`config.mk`:
```
export PLATFORM = sky130hd
export DESIGN_NAME = wpi_div
export DESIGN_NICKNAME = d
export VERILOG_FILES = /design/src/rtl/core/wpi_div.sv
export SDC_FILE = /design/constraint.sdc
export NUM_CORES = 1
export LEC_CHECK = 0
export BUFFER_PORTS_ARGS = -buffer_cell sky130_fd_sc_hd__buf_2
export CAP_MARGIN = 20
export CORE_UTILIZATION = 40
export DETAILED_ROUTE_END_ITERATION = 16
export MAX_ROUTING_LAYER = met4
export PLACE_DENSITY = 0.67
export RECOVER_POWER = 50
export SLEW_MARGIN = 0
export SYNTH_ARGS = -nofsm -noshare
export SYNTH_HDL_FRONTEND = slang
export SYNTH_SLANG_ARGS = --single-unit
```
`constraint.sdc`:
```
create_clock -name i_clk -period 2.1 [get_ports i_clk]
set_input_delay 0.42 -clock i_clk [delete_from_list [all_inputs] [get_ports i_clk]]
set_output_delay 0.42 -clock i_clk [all_outputs]
set_load 0.02 [all_outputs]
```
`src/rtl/core/wpi_div.sv`:
```
`default_nettype none
// Restoring divider for a 39-bit numerator by a 7-bit divisor, one quotient
// bit per cycle.
module wpi_div (
    input  wire logic        i_clk,
    input  wire logic        i_rst_n,
    input  wire logic        i_start,
    input  wire logic [38:0] i_num,
    input  wire logic [6:0]  i_den,
    output logic             o_done,
    output logic [38:0]      o_quo
);
    logic [38:0] r_num;
    logic [7:0]  r_rem;
    logic [6:0]  r_den;
    logic [5:0]  r_cnt;
    logic        r_busy;
    logic [7:0]  w_sh;

    assign w_sh = {r_rem[6:0], r_num[38]};

    always_ff @(posedge i_clk) begin
        if (!i_rst_n) begin
            r_busy <= 1'b0;
            o_done <= 1'b0;
        end else begin
            o_done <= 1'b0;
            if (i_start) begin
                r_busy <= 1'b1;
                r_num  <= i_num;
                r_den  <= i_den;
                r_rem  <= '0;
                r_cnt  <= 6'd0;
            end else if (r_busy) begin
                if (w_sh >= {1'b0, r_den}) begin
                    r_rem <= w_sh - {1'b0, r_den};
                    r_num <= {r_num[37:0], 1'b1};
                end else begin
                    r_rem <= w_sh;
                    r_num <= {r_num[37:0], 1'b0};
                end
                r_cnt <= r_cnt + 6'd1;
                if (r_cnt == 6'd38) begin
                    r_busy <= 1'b0;
                    o_done <= 1'b1;
                end
            end
        end
    end
    assign o_quo = r_num;
endmodule
`default_nettype wire

```
# After elaboration in Yosys (flattened, before gate mapping)
# Index checks and enable logic that the tools add are counted.
# W data, S select, Z words.
[totals]
output_inout_bits = 40
latch_bits = 0
in_bits = 49
romBits = 0
ram_bits = 0
mem_count = 0
wordCells = 26
register_bits = 61
[op_classes]
n_mux = 10
order_cmp = 1
n_eq_ne = 1
n_addsub = 2
div_mod_pow = 0
n_shift = 0
n_reduce_logical = 4
mul = 0
bitwise_logic = 2
[op_table]
columns = ["op", "count"]
rows = [
  ["$mux W39", 2],
  ["$mux W7", 2],
  ["$ge A8 B7 Y1", 1],
  ["$sub A7 B7 Y7", 1],
  ["$add A6 B1 Y6 const B", 1],
  ["$eq A6 B6 Y1 const B", 1],
  ["$mux W6", 1],
  ["$mux W1", 5],
  ["$reduce_and A2 Y1", 2],
  ["$reduce_or A3 Y1", 1],
  ["$not A1 Y1", 2],
  ["$reduce_bool A2 Y1", 1],
]

# Longest topological paths before layout
# Gate-level depths: netlist of the first run.
[logic_depth]
ltp_word = 4
mapped_depth = 8
depth_no_buf = 8

# Worst setup path after synthesis of the first run
# Ideal clock, no wire load.
[synth_path]
path_type = "reg-to-reg"
from = "register r_num[38] (netlist: o_quo[38])"
to = "register r_rem[6], data pin"
required_ps = 1846
setup_slack_ps = -164
path_buffers = 0
path_stages_with_launch = 9
setup_time_ps = 254
arrival_ps = 2009
synth_period_minus_slack_ps = 2264
cell_sequence = "edfxtp_1 > inv_1 > ha_1 > fa_1 > nand2b_1 > o2bb2ai_2 > a31o_4 > and3_1 > o21ba_1"
[synth_via]
elab_chain_cells = 3
elab_cells_between_ends = 4
cone_classes = "1 x add/sub; 1 x order compare; 2 x mux"
[synth_rtl]
columns = ["element", "line_no", "text"]
rows = [
  ["from (decl)", "13", "logic [38:0] r_num;"],
  ["from (signal assigned)", "30", "r_num <= i_num;"],
  ["from (signal assigned)", "37", "r_num <= {r_num[37:0], 1'b1};"],
  ["from (signal assigned)", "40", "r_num <= {r_num[37:0], 1'b0};"],
  ["$sub A7 B7 Y7 or $ge A8 B7 Y1 (tied branches)", "36, 35", ""],
  ["$mux W7 *", "35", "if (w_sh >= {1'b0, r_den}) begin"],
  ["$mux W7 *", "34", "end else if (r_busy) begin"],
  ["to (signal assigned)", "36", "r_rem <= w_sh - {1'b0, r_den};"],
  ["to (signal assigned)", "39", "r_rem <= w_sh;"],
  ["to (decl)", "14", "logic [7:0] r_rem;"],
]
# Every way passes the cells marked *; elsewhere a longest branch is shown, timed or not. The select of a mux whose other input is x is not followed.
# A chain may end at the register's enable or synchronous reset.

# Worst setup path in the final report of the first run
# Ends and elaborated chain as after synthesis.

==> flow_summary.ini, run 1 <==
[outcome]
run_status = finished, violations left
violations = negative setup slack

[placed_design]
gp_congestion = 0.8276
io_buffer_count = 88
placed_cell_area_um2 = 3552
dp_slack_ns = 0.009868
place_hpwl_um = 4228

[floorplan]
fp-row-count = 30
pin_count = 89
dieArea_um2 = 7672
core_area_um2 = 6944
start_util = 0.4220
die_y_um = 87.59
die_x_um = 87.59

[global_route]
grt_usage = 0.1604
grt_pass1_vias = 1880
grt_max_degree = 36
antenna_found_initial = 0
gr-total-overflow = 0
grt_pass1_wl_um = 8825

[final_layout]
fin_util = 0.5429
multiInputGateArea_um2 = 1097
nets = 363
drive_above_1_share = 0.5243
fillCellCount = 614
syn_to_final_growth_pct = 28.65
final_area_um2 = 3770
layout.area.seq_um2 = 1812
diodes = 0

[sta]
fin_crit_ns = 2.105
slew_headroom = 0.3586
worstMarginPinSlew_ns = 0.9621
clock_skew_ns = 0.01134
fmax_mhz = 475.0
finalCritPeriodShare = 1.003
hold_viol_final = 0
setup_slack_ns = -0.005321
rsz0062_at_grt = yes
setup_tns_ns = -0.005321
finalMaxSlewViolations = 0
setup_viol = 1

[drt]
viasPerCell = 4.879
avgRoutedWirePerCell_um = 14.13
drt-total-wl_um = 5721
firstDrtPassIters = 4
drc = 0
vias = 1976
antenna_left = 0
drtIter0Drc = 83

[pwr]
combPwrFrac = 0.186
ir_drop_v = 0.0004522
p_seq_frac = 0.489
leakage_uw = 0.001499
clkPwrFrac = 0.325
switchingPower_uw = 796.8
power_uw = 3049
powerDensity_nw_per_um2 = 808.9
sw_frac_of_total = 0.2613
intPower_uw = 2253

[flow_run]
drv_cap = 0

[clocking]
clockBufferDepth = 2
clk_latency_ns = 0.34
root_buffer = clkbuf_8
path_clk_slew_ns = 0.06
clkSinkCount = 61
numCtsBuffers = 9
cts_tree = yes
cts.htree.levels = 3

[synthesis]
synthArstFlopShare = 0
synth_area_um2 = 2930
postSynthAreaPerCell_um2 = 14.51
synth.area.top_cells = edfxtp_1 60%, mux2_2 15%, ha_1 3.8%, inv_1 1.4%, nor2_1 1.4%
ys_seq_area_frac = 0.6183
synth_top_area_frac = 0.6046
dominantRegCellSynth = edfxtp_1
synth_nets = 261
synth.distinct_cells = 42
synth-edff-count = 59
netlist_instances = 202
yosys.area.top_type = edfxtp_1
yosys_warnings = 0
postSynthRegisterBits = 61

[setup_path]
cp.arrival_ns = 2.19
path_class = reg -> reg
required_ns = 2.19
path_max_fanout = 5
cp-start-kind = flip-flop
cp-end-kind = flip-flop

[hold_path]
hold_class = in -> reg
[metal layers]
layer	track usage	routed length [um]
met1	0.1950	2564
met2	0.2500	2833
met3	0.05278	239
met4	0.05812	85
met5	-	0
[sequential cells by signal (all words and copies together), names as in the netlist]
register	cells
o_done	1
o_quo	39
r_busy	1
r_den	7
r_rem	7
r_cnt	6
[critical path, cell delays in order, from the launching register on]
cell and delay (ns):
edfxtp_1 0.35, inv_1 0.05, ha_2 0.19, fa_2 0.39, nand2b_4 0.16, o2bb2ai_4 0.16
a31o_4 0.26, and3_4 0.14, o21ba_1 0.17
[cell type report]
type                       count  share of cell area
clock inverter                 6             0.01693
inverter                      12             0.01195
multi-input combinational    122              0.2911
clock buffer                  10             0.03385
tap                           96             0.03186
timing repair buffer          98              0.1338
sequential                    61              0.4806
[placed cells by master (no fill, tap or decap), types with 3 or more instances in the layout]
cell,Yosys,routed
nand2_1,4,4
o21ai_1,3,3
ha_1,9,7
buf_2,5,86
o21a_1,4,3
nand3_1,6,4
inv_1,11,11
nor3_1,6,6
nor2_1,11,11
clkbuf_8,0,9
a21oi_1,6,5
edfxtp_1,59,59
clkbuf_1,0,5
buf_4,0,5
mux2_2,39,38
xnor2_1,4,4
[Yosys cell counts (2+ instances only)]
cell       n
xnor2_1    4
o21ai_0    2
nand3_1    6
o21a_1     4
nor2_1    11
mux2_2    39
inv_1     11
nand4_1    2
o21ai_1    3
dfxtp_1    2
mux2i_1    2
a21oi_1    6
ha_1       9
nand2_1    4
a211oi_1   2
edfxtp_1  59
buf_2      5
nor3_1     6
xor2_1     2
[metrics by stage]
step,hold WS (ns),std cells
detailed placement,0.4429,387
floorplan,0.4144,202
global placement,0.4249,387
CTS,0.2492,403
global route,0.2382,405
finish,0.2664,405
[final timing paths]
kind	from	to	slack [ns]	depth (start not counted)
hold reg to reg	r_busy	o_done	0.45	2
setup reg to reg	o_quo[38]	r_rem[6]	-0.005	8
hold / removal	i_den[5]	r_den[5]	0.27	1
setup / recovery	o_quo[38]	r_rem[6]	-0.005	8
[power groups by stage]
stage	Sequential (uW)	Combinational [uW]	Clock [uW]
after floorplan	1570	310	0
after global placement	1510	536	0
after detailed placement	1510	547	0
after CTS	1490	549	1020
after global routing	1500	623	1080
final	1490	568	991
[logic make-up after synthesis]
logic type,after synthesis,synth area share
AO/OA/AOI/OAI,27,0.06875
adder cells (fa/ha/maj),10,0.04526
AND/OR/NAND/NOR,38,0.06406
buffers and inverters,19,0.02903
multiplexers,41,0.1567
XOR/XNOR,6,0.01793
flip-flops,61,0.6183
[timing repair]
item | 4_1_cts | 5_1_grt
endpoints found under the setup margin | 0 | 8
hold buffers | 0 | 0
resized for setup | 0 | 11
setup buffers | 0 | 2
No activity file was read; power rests on OpenSTA's default activity.
==> inputs of run 2 (changes only) <==
--- a/config.mk
+++ b/config.mk
@@ -7,10 +7,9 @@
 export LEC_CHECK = 0
 export BUFFER_PORTS_ARGS = -buffer_cell sky130_fd_sc_hd__buf_2
 export CAP_MARGIN = 20
-export CORE_UTILIZATION = 40
+export CORE_UTILIZATION = 35
 export DETAILED_ROUTE_END_ITERATION = 16
 export MAX_ROUTING_LAYER = met4
-export PLACE_DENSITY = 0.67
 export RECOVER_POWER = 50
 export SLEW_MARGIN = 0
 export SYNTH_ARGS = -nofsm -noshare
==> flow_summary.ini, run 2 (synthesized netlist as in run 1, its figures left out) <==
[sta]
setup_slack_ns = 0.07002
rsz0062_at_grt = no
hold_viol_final = 0
fmax_mhz = 492.6
finalMaxSlewViolations = 0
setup_viol = 0
hold_ws_ns = 0.2534
clock_skew_ns = 0.009787
worstMarginPinSlew_ns = 0.9798
fin_crit_ns = 2.030
slew_headroom = 0.3468
finalCritPeriodShare = 0.9667

[hold_path]
hp-start = i_den[2]
hold_class = in -> reg

[pwr]
clkPwrFrac = 0.382
switchingPower_uw = 816.8
leakage_uw = 0.001519
sw_frac_of_total = 0.2477
powerDensity_nw_per_um2 = 871.4
p_seq_frac = 0.452
ir_drop_v = 0.0003862
combPwrFrac = 0.167
intPower_uw = 2481

[final_layout]
layout_commonest_cell = buf_2
largest_reg_flops = 39
fillCellCount = 788
fin_util = 0.4630
drive_above_1_share = 0.5161
fin_cells = 415
nets = 364
final_cell_mix = 87 x buf_2, 59 x edfxtp_1, 39 x mux2_2
syn_to_final_growth_pct = 29.16
diodes = 0

[global_route]
grt_max_degree = 39
grt_usage = 0.1474
gr-total-overflow = 0
grt_pass1_wl_um = 9273
antenna_found_initial = 0
grt_pass1_vias = 1997

[drt]
drc = 2
antenna_left = 0
vias = 2006
drt-total-wl_um = 5879
viasPerCell = 4.834
drtIter0Drc = 76
firstDrtPassIters = 10
avgRoutedWirePerCell_um = 14.17

[clocking]
root_buffer = clkbuf_8
cts-hold-fix-buffers = 0
clk_latency_ns = 0.34
clockBufferDepth = 2
path_clk_slew_ns = 0.08
cts_tree = yes
clkSinkCount = 61
cts.htree.levels = 3
numCtsBuffers = 9

[floorplan]
fp-row-count = 33
pin_count = 89
die_x_um = 93.50
die_y_um = 93.50
start_util = 0.3584
dieArea_um2 = 8742
core_area_um2 = 8175

[setup_path]
required_ns = 2.19
rr_startpoint = o_quo[38]
cp-start-kind = flip-flop
worstSetupStartpoint = o_quo[38]
path_class = reg -> reg
path_max_fanout = 3
cp.arrival_ns = 2.12
cp-end-kind = flip-flop

[outcome]
violations = design-rule violations
run_status = finished, violations left

[placed_design]
dp_cells = 397
gp_congestion = 0.8589
place_hpwl_um = 4155
io_buffer_count = 88
dp_slack_ns = 0.0003513

[flow_run]
drv_cap = 0
## run 2: through the flow
stage                     power, uW  setup TNS, ns  cell area, um^2
after floorplan                1878        -0.1175             2934
after global placement         2052              0             3558
after detailed placement       2060              0             3558
final                          3298              0             3785
after global routing           3434              0             3785
after CTS                      3335              0             3821
## run 2: layer usage
layer	vias to the layer above	routed length, um	global-route usage	share of wire
li1	972	-	-	-
met1	952	2733	0.1833	0.46
met2	70	2700	0.2243	0.46
met3	12	342	0.03659	0.058
met4	0	102	0.07308	0.017
met5	-	0	-	0
## run 2: area by class of cell
cell class | instances | area (um^2) | area share
flip-flops and latches | 61 | 1812 | 0.4787
multi-input cells | 122 | 1054 | 0.2783
repair buffers | 99 | 505.5 | 0.1336
well taps | 105 | 131.4 | 0.03471
clock buffers | 9 | 123.9 | 0.03273
clock inverters | 7 | 113.9 | 0.03008
inverters | 12 | 45.04 | 0.01190
## run 2: power by group through the flow
stage	Combinational (uW)	Clock, uW	Sequential, uW
final	550	1260	1490
after detailed placement	546	0	1510
after global placement	540	0	1510
after global routing	603	1330	1500
after floorplan	310	0	1570
after CTS	560	1290	1490
## run 2: final timing paths
check,endpoint,slack (ns),depth (start not counted)
hold / removal,r_den[2],0.25,1
hold reg to reg,o_done,0.44,2
setup reg to reg,r_rem[6],0.07,8
setup / recovery,r_rem[6],0.07,8
## run 2: what timing repair did
| action | CTS | global route |
|---|---|---|
| buffers inserted | 2 | 0 |
| pin swaps | 2 | 1 |
| gates cloned | 0 | 0 |
| gates resized for setup | 2 | 2 |
| endpoints found under the setup margin | 1 | 7 |
| endpoints found under the hold margin | 0 | 0 |
## run 2: worst max-delay path, cell delays in order (launching register included)
cell       delay, ns
edfxtp_1        0.34
inv_1           0.05
ha_2            0.19
fa_2            0.34
nand2b_4        0.15
o2bb2ai_2       0.14
a31o_4          0.24
and3_1          0.16
o21ba_1         0.17
