<file path="src/rtl/core/wpi_sqrt.sv">
`default_nettype none
// Bit-serial integer square root: one result bit per cycle.
module wpi_sqrt (
    input  wire logic        i_clk,
    input  wire logic        i_rst_n,
    input  wire logic        i_start,
    input  wire logic [63:0] i_val,
    output logic             o_done,
    output logic [31:0]      o_root
);
    logic [63:0] r_val;
    logic [33:0] r_rem;
    logic [31:0] r_root;
    logic [5:0]  r_cnt;
    logic        r_busy;
    logic [33:0] w_rem_sh;
    logic [33:0] w_trial;

    // Shift in two radicand bits and try the next root bit.
    assign w_rem_sh = {r_rem[31:0], r_val[63:62]};
    assign w_trial  = {r_root, 2'b01};

    always_ff @(posedge i_clk) begin
        if (!i_rst_n) begin
            r_busy <= 1'b0;
            o_done <= 1'b0;
        end else begin
            o_done <= 1'b0;
            if (i_start) begin
                r_busy <= 1'b1;
                r_cnt  <= 6'd0;
                r_val  <= i_val;
                r_rem  <= '0;
                r_root <= '0;
            end else if (r_busy) begin
                r_val <= {r_val[61:0], 2'b00};
                if (w_rem_sh >= w_trial) begin
                    r_rem  <= w_rem_sh - w_trial;
                    r_root <= {r_root[30:0], 1'b1};
                end else begin
                    r_rem  <= w_rem_sh;
                    r_root <= {r_root[30:0], 1'b0};
                end
                r_cnt <= r_cnt + 6'd1;
                if (r_cnt == 6'd31) begin
                    r_busy <= 1'b0;
                    o_done <= 1'b1;
                end
            end
        end
    end
    assign o_root = r_root;
endmodule
`default_nettype wire

</file>
<file path="config.mk">
export PLATFORM = sky130hd
export DESIGN_NAME = wpi_sqrt
export DESIGN_NICKNAME = d
export VERILOG_FILES = /design/src/rtl/core/wpi_sqrt.sv
export SDC_FILE = /design/constraint.sdc
export NUM_CORES = 1
export LEC_CHECK = 0
export ABC_CLOCK_PERIOD_IN_PS = 11400
export BUFFER_PORTS_ARGS = -buffer_cell sky130_fd_sc_hd__buf_2
export CORE_UTILIZATION = 63
export DETAILED_ROUTE_END_ITERATION = 10
export PLACE_DENSITY = 0.89
export SYNTH_ARGS = -nofsm -noshare
export SYNTH_HDL_FRONTEND = slang
export SYNTH_SLANG_ARGS = --single-unit
</file>
<file path="constraint.sdc">
create_clock -name i_clk -period 11.4 [get_ports i_clk]
set_clock_uncertainty 0.1 [all_clocks]
set_input_delay 1.71 -clock i_clk [delete_from_list [all_inputs] [get_ports i_clk]]
set_output_delay 1.71 -clock i_clk [all_outputs]
set_load 0.1 [all_outputs]
</file>
Word level (Yosys, flattened, before mapping) --
Cells that the tools add are included.
Word-level totals: bits of input ports 67, output and inout port bits 33, word-level logic and storage cells 26, bits in registers 136
Operators by class: bitwise operators 2, add/sub/neg operators 2, $lt $le $gt $ge 1, muxes and demuxes 11, reductions and logical operators 3, equality and inequality tests 1
Operator list (count):
- 2-to-1 mux 64 bit | 2
- 2-to-1 mux 32 bit | 3
- >= comparator 34 bit | 1
- subtractor 32 bit | 1
- adder 6 x 1 -> 6 bit (second input constant) | 1
- == test 6 x 5 -> 1 bit (second input constant) | 1
- 2-to-1 mux 6 bit | 1
- 2-to-1 mux 1 bit | 5
- OR reduction 3 bit | 1
- NOT 1 bit | 2
- AND reduction 2 bit | 1
- nonzero test 2 bit | 1

Depth between registers and ports, before layout --
Gate-level depths: netlist (run 1).
depth in word-level cells 4, gate-level depth with buffers 12, gate-level depth less buffers 10

Least setup slack after synthesis (run 1) --
Ideal clock, no wire load.
kind input-to-reg, start point input i_start, end point register r_root[0] (netlist: o_root[0]) (enable), path buffers 2, library setup time 0.505 ns, slack 5.534 ns, stages on the path 3, data arrival time 5.261 ns, cells stage by stage clkbuf_1 -> clkbuf_1 -> o21a_1
On the way: word-level cells in the longest chain between the ends 2
RTL lines:
- start: declaration | line 6 | input wire logic i_start,
- nonzero test 2 bit (no line)
- AND reduction 2 bit (no line)
- end signal: assignment | line 39 | r_root <= {r_root[30:0], 1'b1};
- end signal: assignment | line 42 | r_root <= {r_root[30:0], 1'b0};
- end: declaration | line 13 | logic [31:0] r_root;
Every way passes these cells. A chain may end at the register's enable or synchronous reset.

Final worst setup path (run 1) --
start point input i_start, end point register r_rem[14] (enable)
On the way: word-level cells in the longest chain between the ends 2
RTL lines:
- nonzero test 2 bit (no line)
- AND reduction 2 bit (no line)
- end signal: assignment | line 38 | r_rem <= w_rem_sh - w_trial;
- end signal: assignment | line 41 | r_rem <= w_rem_sh;
- end: declaration | line 12 | logic [33:0] r_rem;
Every way passes these cells.

==> reports/qor.txt, run 1 <==
first-pass GRT wire length -> 25.9 mm
endpoints failing hold -> 0
antenna violation net count after detailed routing -> 0
core area -> 0.0115 mm2
GR Overflow Total -> 0
setup TNS -> 0 ns
Slew Limit Fails -> 0
crit path DAT -> 3.93 ns
Skew-Pair Late Insertion Delay -> 0.43 ns
Syn Area/Cell -> 11.6 um2
Setup Crit Path Kind -> in -> reg
Ys Warns -> 0
main combinational cell family by area after synthesis -> compound AO/OA/AOI/OAI gates
CTS tree -> built
sequential share of the synthesized area -> 54.4%
largest net degree at the start of global routing -> 76
Die Area -> 0.0123 mm2
WL final -> 15.6 mm
layout cells sized above 1 -> 27.5%
Critical R2R Capture -> r_rem[4]
Hold Path Origin -> r_busy
multiplexer share of the synthesized area -> 11.4%
Tmin final -> 3.99 ns
CP Capture Type -> flip-flop
global placer's final weighted congestion -> 0.937
final instance area -> 0.00863 mm2
I/O pins -> 100
register clock-pin slew on the reported worst setup and hold paths -> 0.06 ns
register area -> 0.00406 mm2
fmax -> 250 MHz
synthesized area -> 0.00747 mm2
htree depth -> 4
CTS Buffer Depth -> 2
1st-pass router iterations -> 5
Post-synth EDFFs -> 134
Synthesized Nets -> 744
Setup-failing EPs final -> 0
Synth Area in Adders -> 5.86%
initial antenna violation count -> 0
Hold Crit Class -> reg -> reg
Netlist cell types -> 49
flops & latches, synth -> 136
Top FF cell, synth -> edfxtp_1
Vias/cell -> 5.94
Cells after Synth -> 642
post-synthesis simple-gate area fraction -> 9.81%
Initial Utilization -> 65.2%
number of global-route vias before repair -> 5409
initial DRC count -> 360
wire per inst -> 17.5 um
HPWL Detailed -> 10.3 mm
CTS Buf Count -> 17
setup bufs post-CTS -> 0
Hold WS -> 0.393 ns
Critical R2R Launch -> o_root[21]
post-synthesis compound-gate area fraction -> 11.4%
routed vias -> 5290
PD cells -> 170 mW/mm2
DIE WIDTH -> 111 um
Worst Tran Pin Value -> 0.895 ns
Max Cap Viol -> 0
Register-to-Register Path Depth -> 11
hold_buf cts -> 0
WHS Path Cells -> 1
Hold EP -> o_done
post_cts resized -> 0
n_diodes -> 0
CP Data Required Time -> 11.34 ns
row count -> 39
placed inst area -> 0.00807 mm2
unrepaired setup endpoints after global routing -> false
Worst VDD drop -> 0.137 mV
area occupied by multi-input gates -> 0.00314 mm2
# fillers -> 697
Post-route DRC -> 0
CP startpoint kind -> input pin
fin nets -> 838
status -> finished clean
GRT Total Usage -> 27.1%
post-synthesis xor/xnor area fraction -> 3.52%
Clock Sinks -> 136
max_slew headroom -> 40.3%
R2R Setup Slk -> 7.83 ns
Area Overhead vs Synth -> 15.5%
cell leakage power -> 3.51 nW
Die Y -> 111 um
Crit Path Max Fanout -> 70
Port Buffers -> 99
final worst path period share -> 35.0%
root buf cell -> clkbuf_16
asr flop ratio synth -> 0%
## how the worst max path moves through the flow
stage | from | endpoint | slack (ns) | cells past startpoint
6_report | i_start | r_rem[14] | 7.41 | 3
5_1_grt | i_start | r_rem[12] | 7.23 | 3
4_1_cts | i_start | r_rem[14] | 7.41 | 3
3_5_place_dp | i_start | o_root[12] | 6.97 | 3
3_3_place_gp | i_start | o_root[12] | 7.06 | 3
2_1_floorplan | i_start | o_root[0] | 5.53 | 3
## where the power goes
| group | total [mW] | switching [mW] | leakage [nW] | internal (mW) |
|---|---|---|---|---|
| combinational | 0.324 | 0.207 | 1.94 | 0.117 |
| sequential | 0.616 | 0.0172 | 1.31 | 0.599 |
| clock | 0.527 | 0.208 | 0.262 | 0.319 |
## stage by stage
step / utilization (%) / setup slack, ns / instances / total power, mW
4_1_cts: 75.3 / 7.41 / 891 / 1.47
3_3_place_gp: 70.3 / 7.06 / 860 / 0.930
2_1_floorplan: - / 5.53 / 642 / 0.876
5_1_grt: 75.3 / 7.23 / 891 / 1.53
6_report: 75.3 / 7.41 / 891 / 1.47
3_5_place_dp: 70.3 / 6.97 / 860 / 0.941
## synthesized netlist by cell type (14+ instances only)
library cell / n / area share [%]
nor2_1: 78 / 3.9
edfxtp_1: 134 / 54
mux2i_1: 15 / 2.0
xnor2_1: 19 / 2.2
a21o_1: 14 / 1.4
o21ai_0: 24 / 1.6
ha_1: 35 / 5.9
clkbuf_1: 15 / 0.75
mux2_2: 62 / 9.3
a21oi_1: 43 / 2.9
nand2_1: 33 / 1.7
inv_1: 44 / 2.2
## per-layer routing
metal / track usage, % / part of all wire, %
met4: 12.4 / 2.8
met3: 7.87 / 6.3
met5: 0 / 0
met1: 33.2 / 42
met2: 44.3 / 49
## sequential cells by signal, summed over array words and instances, names as in the netlist
| signal | count |
|---|---|
| r_cnt | 6 |
| r_val | 64 |
| r_rem | 32 |
| o_done | 1 |
| o_root | 32 |
| r_busy | 1 |
## layout make-up
cell class | count | share of cell area [%]
Timing Repair Buffer | 102 | 6.03
Multi-Input combinational cell | 435 | 36.4
Clock inverter | 12 | 1.51
Sequential cell | 136 | 47.1
Tap cell | 143 | 2.07
Inverter | 44 | 1.91
Clock buffer | 19 | 5.02
## cells by family (layout without fill, tap and decap cells)
family	Yosys count	count (layout)
simple gates	164	164
flops	136	136
compound gates	129	129
mux	77	77
buf+inv	71	177
fa+ha+maj	35	35
xor+xnor	30	30
## worst max-delay path, cell delays in order
cell and delay [ns]:
buf_4 0.51, o21a_4 0.82, buf_4 0.81
## layout by cell type, fill, tap and decap left out, types with 3 or more instances in the layout
cell type	instances
edfxtp_1	134
buf_2	98
nor2_1	78
mux2_2	62
inv_1	44
a21oi_1	43
ha_1	35
nand2_1	33
o21ai_0	24
xnor2_1	19
clkbuf_16	17
mux2i_1	15
a21o_1	14
nand3_1	12
nand4_1	11
xor2_1	11
a211oi_1	7
o211ai_1	7
and3_1	6
and2_1	6
o21bai_1	4
nor2b_1	4
o21a_1	4
nand2b_1	4
clkinvlp_4	4
buf_4	4
nor3_1	3
nor4_1	3
or3_1	3
clkinv_4	3
(Power assumes the default switching activity.)
==> inputs of run 2 (changes only) <==
==> config.mk (replaced) <==
export PLATFORM = sky130hd
export DESIGN_NAME = wpi_sqrt
export DESIGN_NICKNAME = d
export VERILOG_FILES = /design/src/rtl/core/wpi_sqrt.sv
export SDC_FILE = /design/constraint.sdc
export NUM_CORES = 1
export LEC_CHECK = 0
export ABC_CLOCK_PERIOD_IN_PS = 3700
export BUFFER_PORTS_ARGS = -buffer_cell sky130_fd_sc_hd__buf_2
export CORE_UTILIZATION = 58
export DETAILED_ROUTE_END_ITERATION = 10
export PLACE_DENSITY = 0.83
export SYNTH_ARGS = -nofsm -noshare
export SYNTH_HDL_FRONTEND = slang
export SYNTH_SLANG_ARGS = --single-unit
==> constraint.sdc (replaced) <==
create_clock -name i_clk -period 3.7 [get_ports i_clk]
set_clock_uncertainty 0.1 [all_clocks]
set_input_delay 0.555 -clock i_clk [delete_from_list [all_inputs] [get_ports i_clk]]
set_output_delay 0.555 -clock i_clk [all_outputs]
set_load 0.1 [all_outputs]
==> reports/qor.txt, run 2 (same netlist as run 1, synthesis figures left out) <==
fin nets -> 845
n_diodes -> 0
Largest register FFs -> 64
placed inst area -> 0.00819 mm2
number of global-route vias before repair -> 5326
non-filler cells, final -> 928
routed vias -> 5289
Crit Path Max Fanout -> 12
setup bufs post-CTS -> 0
CTS Buf Count -> 17
Skew-Pair Late Insertion Delay -> 0.42 ns
Post-route DRC -> 0
max_slew headroom -> 64.3%
Worst VDD drop -> 0.365 mV
largest net degree at the start of global routing -> 49
Reg power frac -> 42.2%
Slew Limit Fails -> 0
global placer's final weighted congestion -> 0.907
core area -> 0.0126 mm2
I/O pins -> 100
root buf cell -> clkbuf_16
Placed Cells -> 896
initial DRC count -> 333
htree depth -> 4
antenna violation net count after detailed routing -> 0
CP dominant cell by count -> o211ai_1
Die Y -> 115 um
post_cts resized -> 0
GR Overflow Total -> 0
Setup Crit Path Kind -> reg -> reg
Sw Ratio -> 30.0%
Vias/cell -> 5.70
CP Capture Type -> flip-flop
Initial Utilization -> 59.4%
fmax -> 329 MHz
unrepaired setup endpoints after global routing -> false
CP cell instances -> inv_1 > ha_1 > nor2b_1 > o31a_2 > o211ai_1 > o211ai_1 > o211ai_2 > and2_1 > xnor2_1 > nor2_1
combinational power share -> 22.6%
cell leakage power -> 3.56 nW
CP max stage cell -> and2_1
GRT Total Usage -> 24.7%
CP startpoint kind -> flip-flop
CTS tree -> built
wire per inst -> 16.7 um
register clock-pin slew on the reported worst setup and hold paths -> 0.06 ns
most frequent cells in the layout -> edfxtp_1 (134), buf_2 (98), nor2_1 (78)
DIE WIDTH -> 115 um
Clock Sinks -> 136
Die Area -> 0.0133 mm2
final worst path period share -> 82.1%
row count -> 41
Hold WS -> 0.302 ns
hold_buf cts -> 0
first-pass GRT wire length -> 25.1 mm
Hold Crit Class -> in -> reg
fin worst setup slack -> 0.662 ns
clock share of power -> 35.3%
endpoints failing hold -> 0
Tmin final -> 3.04 ns
most common cell after layout, fill and taps aside -> edfxtp_1
CP Data Required Time -> 3.75 ns
initial antenna violation count -> 0
Port Buffers -> 99
1st-pass router iterations -> 5
NetSw -> 1.35 mW
layout cells sized above 1 -> 28.2%
Int Power -> 3.14 mW
Setup-failing EPs final -> 0
status -> finished clean
Max Cap Viol -> 0
CTS Buffer Depth -> 2
final instance area -> 0.00874 mm2
setup TNS -> 0 ns
PD cells -> 513 mW/mm2
WL final -> 15.5 mm
Top reg by flops -> r_val
Area Overhead vs Synth -> 17.0%
CP max stage delay -> 0.45 ns
HPWL Detailed -> 10.9 mm
Worst Tran Pin Value -> 0.530 ns
Setup WS pre-CTS -> 0.693 ns
crit path DAT -> 3.09 ns
run 2: cell types whose count changed in the layout (fill, tap and decap cells not counted):
| cell | before | now |
|---|---|---|
| inv_6 | 0 | 5 |
| buf_4 | 4 | 8 |
| buf_12 | 0 | 3 |
| clkinv_1 | 1 | 3 |
| clkinv_4 | 3 | 1 |
| bufinv_16 | 2 | 1 |
| clkbuf_1 | 2 | 1 |
| clkinv_2 | 2 | 1 |
| clkinvlp_4 | 4 | 3 |
run 2: final timing paths:
| path | slack (ns) | from | to | depth (start not counted) |
|---|---|---|---|---|
| hold / removal | 0.30 | i_rst_n | o_done | 2 |
| setup / recovery | 0.66 | o_root[0] | r_rem[0] | 10 |
| setup reg to reg | 0.66 | o_root[0] | r_rem[0] | 10 |
| hold reg to reg | 0.39 | r_busy | o_done | 1 |
run 2: critical path: cells and delay by family, from the launching register on:
| kind | cells | cell delay, ns |
|---|---|---|
| AOI/OAI and AO/OA | 4 | 1.02 |
| and+or+nand+nor | 3 | 0.69 |
| DFF | 1 | 0.40 |
| adders and majority gates | 1 | 0.28 |
| xor gates and xnor gates | 1 | 0.17 |
| buffers and inverters | 1 | 0.10 |
run 2: metal layers:
metal / part of all wire [%] / vias up / GRT usage (%)
met3: 7.1 / 20 / 8.16
met5: 0 / - / 0
met2: 48 / 195 / 41.0
met1: 43 / 2508 / 30.1
met4: 1.6 / 0 / 8.74
li1: - / 2566 / -
run 2: layout make-up:
cell class	count	area, um2
fill	889	3820
inverter	44	165
clock inverter	14	121
timing repair buffer	109	611
sequential	136	4060
multi-input combinational	435	3140
clock buffer	18	429
tap	172	215
run 2: metrics by stage:
stage / total power, mW / util (%)
6_report: 4.49 / 69.6
4_1_cts: 4.50 / 69.6
2_1_floorplan: 2.69 / -
5_1_grt: 4.66 / 69.6
3_5_place_dp: 2.92 / 65.2
3_3_place_gp: 2.89 / 65.2
run 2: power by group through the flow:
stage               Combinational (mW)  Clock (mW)  Sequential [mW]
CTS                               1.01        1.60             1.89
floorplan                        0.635           0             2.06
finish                            1.01        1.58             1.89
global placement                 0.976           0             1.92
detailed placement               0.999           0             1.92
global route                      1.10        1.65             1.90
==> inputs of run 3 (changes only) <==
--- a/config.mk
+++ b/config.mk
@@ -5,7 +5,7 @@
 export SDC_FILE = /design/constraint.sdc
 export NUM_CORES = 1
 export LEC_CHECK = 0
-export ABC_CLOCK_PERIOD_IN_PS = 3700
+export ABC_CLOCK_PERIOD_IN_PS = 2800
 export BUFFER_PORTS_ARGS = -buffer_cell sky130_fd_sc_hd__buf_2
 export CORE_UTILIZATION = 58
 export DETAILED_ROUTE_END_ITERATION = 10
==> constraint.sdc (replaced) <==
create_clock -name i_clk -period 2.8 [get_ports i_clk]
set_clock_uncertainty 0.1 [all_clocks]
set_input_delay 0.42 -clock i_clk [delete_from_list [all_inputs] [get_ports i_clk]]
set_output_delay 0.42 -clock i_clk [all_outputs]
set_load 0.1 [all_outputs]
==> reports/qor.txt, run 3 (same netlist as run 1, synthesis figures left out) <==
Crit Path Max Fanout -> 5
root buf cell -> clkbuf_16
most frequent cells in the layout -> edfxtp_1 (134), buf_2 (98), nor2_1 (77)
CP Capture Type -> flip-flop
number of global-route vias before repair -> 5549
crit path DAT -> 2.92 ns
CP Data Required Time -> 2.88 ns
Initial Utilization -> 59.4%
Skew-Pair Late Insertion Delay -> 0.42 ns
row count -> 41
Tmin final -> 2.84 ns
DIE WIDTH -> 115 um
WL final -> 17.1 mm
Critical R2R Launch -> r_rem[0]
layout cells sized above 1 -> 38.8%
non-filler cells, final -> 951
Setup WS pre-CTS -> -0.0653 ns
endpoints failing hold -> 0
# fillers -> 842
CTS Buffer Depth -> 2
PD cells -> 679 mW/mm2
initial DRC count -> 369
Power Total -> 6.35 mW
Worst VDD drop -> 0.419 mV
initial antenna violation count -> 0
Placed Cells -> 906
Area Overhead vs Synth -> 25.2%
routed vias -> 5456
HPWL Detailed -> 11.8 mm
register area -> 0.00406 mm2
Die Area -> 0.0133 mm2
register clock-pin slew on the reported worst setup and hold paths -> 0.06 ns
Setup Crit Path Kind -> reg -> reg
Vias/cell -> 5.74
end of the critical path -> r_rem[29]
CP startpoint kind -> flip-flop
CTS tree -> built
Port Buffers -> 99
status -> finished, violations left
GR Overflow Total -> 0
Worst setup startpoint -> r_rem[0]
Setup-failing EPs final -> 2
I/O pins -> 100
antenna violation net count after detailed routing -> 0
fin nets -> 868
failing checks -> setup timing
final worst path period share -> 101%
Worst Tran Pin Value -> 0.587 ns
Post-route DRC -> 0
hold_buf cts -> 0
first-pass GRT wire length -> 27.4 mm
CTS Buf Count -> 17
Largest register FFs -> 64
n_diodes -> 0
R2R Setup Slk -> -0.04 ns
htree depth -> 4
unrepaired setup endpoints after global routing -> true
Critical R2R Capture -> r_rem[29]
1st-pass router iterations -> 5
wire per inst -> 18.0 um
largest net degree at the start of global routing -> 91
Slew Limit Fails -> 0
Max Cap Viol -> 0
Hold Crit Class -> in -> reg
Die Y -> 115 um
Clock Sinks -> 136
Hold WS -> 0.182 ns
core area -> 0.0126 mm2
max_slew headroom -> 60.9%
fin worst setup slack -> -0.0400 ns
cell leakage power -> 3.70 nW
fmax -> 352 MHz
area occupied by multi-input gates -> 0.00355 mm2
global placer's final weighted congestion -> 0.965
Top reg by flops -> r_val
Register-to-Register Path Depth -> 9
most common cell after layout, fill and taps aside -> edfxtp_1
GRT Total Usage -> 27.4%
==> run 3: changes by cell type in the layout (fill, tap and decap cells not counted), sizes merged <==
| cell | previous run | this run |
|---|---|---|
| clkbuf | 18 | 17 |
| and2 | 6 | 7 |
| clkinvlp | 3 | 2 |
| bufinv | 1 | 2 |
| clkinv | 5 | 4 |
| buf | 109 | 131 |
| inv | 49 | 51 |
==> run 3: metrics by stage <==
step / area (um2) / util [%] / TNS [ns]
2_1_floorplan: 7850 / - / -11.94
3_3_place_gp: 8570 / 68.2 / -0.0515
3_5_place_dp: 8570 / 68.2 / -0.125
4_1_cts: 9220 / 73.4 / -0.00783
5_1_grt: 9350 / 74.4 / -0.855
6_report: 9350 / 74.4 / -0.0406
==> run 3: routing by layer <==
metal	GRT usage (%)	wire (um)	up-vias	part of all wire (%)
li1	-	-	2609	-
met1	34.7	7130	2596	42
met4	11.5	473	0	2.8
met3	6.17	1170	42	6.9
met5	0	0	-	0
met2	45.4	8300	209	49
==> run 3: worst min-delay path by stage <==
stage	startpoint	slack, ns	endpoint	depth (start not counted)
floorplan	r_busy	0.37	o_done	1
global placement	r_busy	0.39	o_done	1
detailed placement	r_busy	0.41	o_done	1
CTS	i_rst_n	0.17	o_done	2
global route	i_val[55]	0.19	r_val[55]	2
finish	i_rst_n	0.18	o_done	2
==> run 3: timing repair <==
action,CTS,global route
pin swaps,4,11
cloned,1,0
gates resized for setup,6,18
setup endpoints to repair,14,32
buffers inserted,3,9
==> run 3: final cells by class <==
cell class              instances  area share (%)
multi-input cells             436            37.9
well taps                     172            2.30
clock buffers                  17            4.55
inverters                      44            1.77
clock inverters                15            1.75
repair buffers                131            8.24
flip-flops and latches        136            43.5
==> run 3: power breakdown <==
part,leakage (nW),total [mW],switching [mW],internal (mW)
clock network,0.286,2.26,0.925,1.33
registers,1.31,2.51,0.0787,2.43
logic,2.10,1.58,0.933,0.649
==> run 3: critical path, cell delays in order (launching register included) <==
cell and delay [ns]:
edfxtp_1 0.44, ha_4 0.29, o211ai_1 0.27, o211ai_2 0.15, a211oi_2 0.28, o21ai_2 0.12
a221o_2 0.43, a221oi_2 0.27, xnor2_1 0.09, a21o_1 0.15
